`src/sv/rad_pkg.sv`:
```
package rad_pkg;

  localparam int AUTH_BYTES   = 16;
  localparam int HDR_BYTES    = 4 + AUTH_BYTES;
  localparam int HPOS_W       = $clog2(HDR_BYTES);
  localparam logic [7:0] MIN_ATTR_LEN = 8'd2;

  typedef enum logic [1:0] {
    PH_HEADER = 2'd0,
    PH_TYPE   = 2'd1,
    PH_LEN    = 2'd2,
    PH_VALUE  = 2'd3
  } phase_t;

  typedef enum logic [2:0] {
    K_CODE = 3'd0,
    K_ID   = 3'd1,
    K_LENB = 3'd2,
    K_AUTH = 3'd3,
    K_TYPE = 3'd4,
    K_ALEN = 3'd5,
    K_VAL  = 3'd6,
    K_DISC = 3'd7
  } kind_t;

  typedef enum logic [1:0] {
    ST_OK      = 2'd0,
    ST_SHORT   = 2'd1,
    ST_BAD_LEN = 2'd2,
    ST_OVERRUN = 2'd3
  } status_t;

  typedef struct packed {
    kind_t      kind;
    logic [7:0] attr_type;
    logic [7:0] value_byte;
    logic [7:0] value_index;
    logic       attr_end;
    status_t    status;
    logic       packet_end;
  } result_t;

endpackage

```
`src/sv/rad_in_reg.sv`:
```
module rad_in_reg import rad_pkg::*; (
  input  logic       clk,
  input  logic       rst_n,
  input  logic       in_valid,
  output logic       in_ready,
  input  logic [7:0] in_data_byte,
  input  logic       in_last,
  output logic       s_valid,
  output logic [7:0] s_data,
  output logic       s_last,
  input  logic       s_take
);

  logic       valid_r;
  logic       valid_nxt;
  logic [7:0] data_r;
  logic       last_r;

  // stage frees up in the same cycle its transaction moves on
  assign in_ready  = !valid_r || s_take;
  assign valid_nxt = in_ready ? in_valid : valid_r;

  always_ff @(posedge clk) begin
    if (!rst_n) begin
      valid_r <= 1'b0;
    end else begin
      valid_r <= valid_nxt;
    end
  end

  always_ff @(posedge clk) begin
    if (in_valid && in_ready) begin
      data_r <= in_data_byte;
      last_r <= in_last;
    end
  end

  assign s_valid = valid_r;
  assign s_data  = data_r;
  assign s_last  = last_r;

endmodule

```
`src/sv/rad_core.sv`:
```
module rad_core import rad_pkg::*; (
  input  logic       clk,
  input  logic       rst_n,
  input  logic       fire,
  input  logic [7:0] data_byte,
  input  logic       last,
  output result_t    res
);

  phase_t            phase_r, phase_nxt;
  logic [HPOS_W-1:0] hpos_r, hpos_nxt;
  logic [7:0]        remain_r, remain_nxt;
  logic [7:0]        ctype_r, ctype_nxt;
  logic [7:0]        vpos_r, vpos_nxt;
  logic              err_r, err_nxt;
  logic [HPOS_W:0]   hpos_inc;
  logic [7:0]        remain_dec;

  assign hpos_inc   = {1'b0, hpos_r} + {{HPOS_W{1'b0}}, 1'b1};
  assign remain_dec = remain_r - 8'd1;

  always_comb begin
    phase_nxt      = phase_r;
    hpos_nxt       = hpos_r;
    remain_nxt     = remain_r;
    ctype_nxt      = ctype_r;
    vpos_nxt       = vpos_r;
    err_nxt        = err_r;
    res.kind       = K_DISC;
    res.attr_type  = 8'd0;
    res.value_byte = data_byte;
    res.value_index = 8'd0;
    res.attr_end   = 1'b0;
    res.status     = ST_OK;
    res.packet_end = last;

    if (err_r) begin
      res.kind = K_DISC;
    end else begin
      unique case (phase_r)
        PH_HEADER: begin
          if (hpos_r == HPOS_W'(0)) begin
            res.kind = K_CODE;
          end else if (hpos_r == HPOS_W'(1)) begin
            res.kind = K_ID;
          end else if (hpos_r < HPOS_W'(4)) begin
            res.kind = K_LENB;
          end else begin
            res.kind = K_AUTH;
          end
          if (hpos_inc >= (HPOS_W+1)'(HDR_BYTES)) begin
            phase_nxt = PH_TYPE;
            hpos_nxt  = '0;
          end else begin
            hpos_nxt = hpos_inc[HPOS_W-1:0];
            if (last) res.status = ST_SHORT;
          end
        end
        PH_TYPE: begin
          res.kind      = K_TYPE;
          res.attr_type = data_byte;
          ctype_nxt     = data_byte;
          phase_nxt     = PH_LEN;
        end
        PH_LEN: begin
          res.kind      = K_ALEN;
          res.attr_type = ctype_r;
          if (data_byte < MIN_ATTR_LEN) begin
            res.status = ST_BAD_LEN;
            err_nxt    = 1'b1;
          end else if (data_byte == MIN_ATTR_LEN) begin
            res.attr_end = 1'b1;
            phase_nxt    = PH_TYPE;
          end else begin
            remain_nxt = data_byte - MIN_ATTR_LEN;
            vpos_nxt   = 8'd0;
            phase_nxt  = PH_VALUE;
            if (last) res.status = ST_OVERRUN;
          end
        end
        PH_VALUE: begin
          res.kind        = K_VAL;
          res.attr_type   = ctype_r;
          res.value_index = vpos_r;
          vpos_nxt        = vpos_r + 8'd1;
          remain_nxt      = remain_dec;
          if (remain_dec == 8'd0) begin
            res.attr_end = 1'b1;
            phase_nxt    = PH_TYPE;
          end else if (last) begin
            res.status = ST_OVERRUN;
          end
        end
        default: begin
          phase_nxt = PH_HEADER;
        end
      endcase
    end
  end

  // last byte of a packet puts everything back to reset values
  always_ff @(posedge clk) begin
    if (!rst_n || (fire && last)) begin
      phase_r  <= PH_HEADER;
      hpos_r   <= '0;
      remain_r <= 8'd0;
      ctype_r  <= 8'd0;
      vpos_r   <= 8'd0;
      err_r    <= 1'b0;
    end else if (fire) begin
      phase_r  <= phase_nxt;
      hpos_r   <= hpos_nxt;
      remain_r <= remain_nxt;
      ctype_r  <= ctype_nxt;
      vpos_r   <= vpos_nxt;
      err_r    <= err_nxt;
    end
  end

endmodule

```
`src/sv/rad_out_reg.sv`:
```
module rad_out_reg import rad_pkg::*; (
  input  logic       clk,
  input  logic       rst_n,
  input  logic       load,
  input  result_t    res,
  output logic       can_load,
  output logic       out_valid,
  input  logic       out_ready,
  output logic [2:0] out_kind,
  output logic [7:0] out_attr_type,
  output logic [7:0] out_value_byte,
  output logic [7:0] out_value_index,
  output logic       out_attr_end,
  output logic [1:0] out_status,
  output logic       out_packet_end
);

  logic    valid_r;
  logic    valid_nxt;
  result_t res_r;

  assign can_load  = !valid_r || out_ready;
  assign valid_nxt = load ? 1'b1 : (valid_r && !out_ready);

  always_ff @(posedge clk) begin
    if (!rst_n) begin
      valid_r <= 1'b0;
    end else begin
      valid_r <= valid_nxt;
    end
  end

  always_ff @(posedge clk) begin
    if (load) begin
      res_r <= res;
    end
  end

  assign out_valid       = valid_r;
  assign out_kind        = res_r.kind;
  assign out_attr_type   = res_r.attr_type;
  assign out_value_byte  = res_r.value_byte;
  assign out_value_index = res_r.value_index;
  assign out_attr_end    = res_r.attr_end;
  assign out_status      = res_r.status;
  assign out_packet_end  = res_r.packet_end;

endmodule

```
`src/sv/radius_attribute_deframer.sv`:
```
// Path: input transaction -> input register -> parser logic -> result register.
// Throughput: one byte per cycle while out_ready keeps the result register free; the
// per-byte state update is a single pass of logic between the two registers.
// Reset: synchronous active-low rst_n empties both stages and puts the parser in the
// header phase; the parser also returns to the header phase after each last byte.
module radius_attribute_deframer import rad_pkg::*; (
  input  logic       clk,
  input  logic       rst_n,
  input  logic       in_valid,
  output logic       in_ready,
  input  logic [7:0] in_data_byte,
  input  logic       in_last,
  output logic       out_valid,
  input  logic       out_ready,
  output logic [2:0] out_kind,
  output logic [7:0] out_attr_type,
  output logic [7:0] out_value_byte,
  output logic [7:0] out_value_index,
  output logic       out_attr_end,
  output logic [1:0] out_status,
  output logic       out_packet_end
);

  logic       s_valid;
  logic [7:0] s_data;
  logic       s_last;
  logic       s_take;
  logic       can_load;
  result_t    res;

  assign s_take = s_valid && can_load;

  rad_in_reg u_in (
    .clk          (clk),
    .rst_n        (rst_n),
    .in_valid     (in_valid),
    .in_ready     (in_ready),
    .in_data_byte (in_data_byte),
    .in_last      (in_last),
    .s_valid      (s_valid),
    .s_data       (s_data),
    .s_last       (s_last),
    .s_take       (s_take)
  );

  rad_core u_core (
    .clk       (clk),
    .rst_n     (rst_n),
    .fire      (s_take),
    .data_byte (s_data),
    .last      (s_last),
    .res       (res)
  );

  rad_out_reg u_out (
    .clk             (clk),
    .rst_n           (rst_n),
    .load            (s_take),
    .res             (res),
    .can_load        (can_load),
    .out_valid       (out_valid),
    .out_ready       (out_ready),
    .out_kind        (out_kind),
    .out_attr_type   (out_attr_type),
    .out_value_byte  (out_value_byte),
    .out_value_index (out_value_index),
    .out_attr_end    (out_attr_end),
    .out_status      (out_status),
    .out_packet_end  (out_packet_end)
  );

endmodule
```
`config.mk`:
```
export PLATFORM = sky130hd
export DESIGN_NAME = radius_attribute_deframer
export DESIGN_NICKNAME = d
export VERILOG_FILES = /design/src/sv/rad_pkg.sv /design/src/sv/rad_in_reg.sv /design/src/sv/rad_core.sv /design/src/sv/rad_out_reg.sv /design/src/sv/radius_attribute_deframer.sv
export SDC_FILE = /design/constraint.sdc
export NUM_CORES = 1
export LEC_CHECK = 0
export ABC_AREA = 0
export BUFFER_PORTS_ARGS = -buffer_cell sky130_fd_sc_hd__buf_4
export CAP_MARGIN = 20
export CORE_MARGIN = 1
export CORE_UTILIZATION = 50
export CTS_BUF_LIST = sky130_fd_sc_hd__clkbuf_8
export DETAILED_ROUTE_END_ITERATION = 16
export GPL_ROUTABILITY_DRIVEN = 0
export GPL_TIMING_DRIVEN = 0
export PLACE_DENSITY = 0.71
export SLEW_MARGIN = 20
export SYNTH_ARGS = -nofsm -noshare
export SYNTH_HDL_FRONTEND = slang
export SYNTH_SLANG_ARGS = --single-unit
```
`constraint.sdc`:
```
create_clock -name clk -period 3.45 [get_ports clk]
set_clock_uncertainty 0.05 [all_clocks]
set_input_delay 0.5175 -clock clk [delete_from_list [all_inputs] [get_ports clk]]
set_output_delay 0.5175 -clock clk [all_outputs]
set_load 0.1 [all_outputs]
```
==> flow_metrics.tcl <==
set metrics [dict create \
    status "completed" \
    rows 30 \
    slew_violations 0 \
    postRouteAntennaNets 0 \
    cp-end-kind "register" \
    cts.repair.resized 0 \
    finalWirelength_um 7270 \
    whs_endpoint "u_in.s_data[4]" \
    cts_hold_buf 0 \
    worst_skew_pair.late_latency_ns 0.35 \
    r2r_slack_ns 1.32 \
    cts-root-buf "clkbuf_8" \
    cts_setup_buffers 0 \
    rr_endpoint "u_core.remain_r[7]" \
    overflow 0 \
    synth_top_area_share_pct 34.4 \
    synth_flop_cell "edfxtp_1" \
    arrival_ns 2.28 \
    cts_made_buffers 9 \
    final_nets 422 \
    drtIter0Drc 184 \
    place_inst 466 \
    design_area_um2 4140 \
    timing.slew.headroom_pct 50.7 \
    initial_core_util_pct 51.7 \
    drive_gt1_share_pct 19.7 \
    synth_common_cells "47 x nand2_1, 40 x edfxtp_1, 34 x dfxtp_1, 28 x nor2_1, 23 x a21oi_1" \
    ys_types 54 \
    cts_tree "built" \
    dr_total_vias 2669 \
    finalSetupViolCount 0 \
    critical-path-top-delay-family "simple AND/OR/NAND/NOR gates" \
    hold_violations 0 \
    min_delay_path_depth 1 \
    synth_fp_nets 366 \
    leakagePower_nw 1.58 \
    via_per_inst 5.54 \
    first_global_vias 2401 \
    max_stage_delay_ns 0.67 \
    top_level_ports 46 \
    core-area_um2 6760 \
    fin_cells 482 \
    grtUsageMet1_pct 27.1 \
    ys_warn_count 0 \
    syn-instance-count 341 \
    fin_crit_ns 2.13 \
    die_y_um 85.6 \
    crit_top_cell "nand2_1" \
    max_freq_mhz 470 \
    min_path_type "in2reg" \
    dp_hpwl_um 5230 \
    hold_ws_ns 0.290 \
    die_w_um 85.6 \
    synth.most_common_cell "nand2_1" \
    slowest_stage "and2_2" \
    clock_sinks 74 \
    max-cap-violations 0 \
    finalPower_mw 1.86 \
    grt_use_met2_pct 33.6 \
    syn_to_final_growth_pct 18.5 \
    synth-edff-count 40 \
    grtUsageMet3_pct 4.62 \
    grt_pass1_wl_um 11600 \
    ys_ff_latch 74 \
    busiest_layer "met2" \
    synthTopCellsByArea "edfxtp_1 34%, dfxtp_1 19%, nand2_1 5.0%" \
    peakVddDrop_uv 285 \
    async_reset_ff_share_pct 0 \
    die_area_um2 7330 \
    clkTransAtPathRegs_ns 0.08 \
    track_usage_pct 20.8 \
    placed_area_um2 3930 \
    pre_cts_slack_ns 0.947 \
    final.setup.tns_ns 0 \
    ys_seq_area_share_pct 53.8 \
    reg2reg_from "u_in.s_valid" \
    path_buf_inv 1 \
    wl_per_cell_um 15.1 \
    tightest_slew_ns 0.739 \
    critPathLaunchType "register" \
    critPathRequiredTime_ns 3.60 \
    n_antenna_cell 0 \
    drc 0 \
    drtPass1Iterations 4 \
    worstRegToRegCells 5 \
    syn-cell-area_um2 3490 \
    hp-start "in_data_byte[4]" \
    synth_area_per_cell_um2 10.2 \
    final_util_pct 61.3 \
    worst_slack_ns 1.32 \
    grt_setup_unrepaired "no" \
    crit_type "reg2reg" \
    clockBufferDepth 2 \
    synth.largest_area_cell "edfxtp_1" \
    post-route-period-util_pct 61.7 \
    crit_fanout 33 \
    critical_path.cell_chain "and2_2 -> nand2_1 -> nand2_1 -> clkbuf_1 -> a21oi_1" \
    htreeDepth 3 \
    grt_max_degree 34 \
    io_buffers 45 \
    powerDensity_nw_per_um2 450 \
    antenna_found_initial 0 \
]
==> metal layers <==
metal / up-vias / share of wire [%]
met5: - / 0
met4: 0 / 1.8
met3: 12 / 3.9
met2: 65 / 48
met1: 1257 / 47
li1: 1335 / -
==> cells in the final DEF (no fill, tap or decap), types with 9 or more instances in the layout <==
| master | instances |
|---|---|
| inv_1 | 12 |
| dfxtp_1 | 34 |
| a21oi_1 | 23 |
| ha_1 | 12 |
| nand2_1 | 47 |
| xor2_1 | 9 |
| buf_4 | 46 |
| o21ai_0 | 12 |
| clkbuf_8 | 9 |
| and3_1 | 11 |
| nand3_1 | 18 |
| nor2_1 | 28 |
| edfxtp_1 | 40 |
| a22oi_1 | 11 |
==> logic make-up after synthesis <==
kind of cell	after synthesis	synth area share, %
and+or+nand+nor	144	21.2
adders and majority gates	12	4.30
AOI/OAI and AO/OA	68	12.5
xor gates and xnor gates	13	3.26
buffers and inverters	28	4.33
DFF	74	53.8
muxes	2	0.573
==> state kept, by name (all words and copies together), names as in the netlist, 2 cells and up <==
name                   count
u_out.out_status           2
u_core.ctype_r             8
u_out.out_value_byte       8
u_core.phase_r             2
u_out.out_attr_type        8
u_in.s_data                8
u_core.vpos_r              8
u_out.out_kind             3
u_core.remain_r            8
u_out.out_value_index      8
u_core.hpos_r              5
==> report_power, final <==
part           switching [mW]  internal (mW)  total [mW]
combinational           0.163         0.0448       0.207
sequential             0.0192          0.953       0.972
clock                   0.341          0.341       0.682
==> worst max path at each step <==
stage	depth (start not counted)	slack (ns)	from	to
floorplan	3	0.80	u_out.out_valid	u_in.s_data[0]
global placement	7	0.50	out_ready	u_core.vpos_r[7]
detailed placement	7	0.95	out_ready	u_core.vpos_r[2]
CTS	5	1.22	u_in.s_valid	u_core.vpos_r[2]
global route	5	1.11	u_in.s_valid	u_core.remain_r[7]
finish	5	1.32	u_in.s_valid	u_core.remain_r[7]
==> cell type report <==
type	count	area (um^2)
Fill cell	569	2620
Buffer	16	106
Multi-Input combinational cell	239	1470
Tap cell	80	100
Clock buffer	9	124
Sequential cell	74	1880
Inverter	12	45.0
Clock inverter	7	77.6
Timing Repair Buffer	45	338
Note: power is estimated with default switching activity, not from simulation.
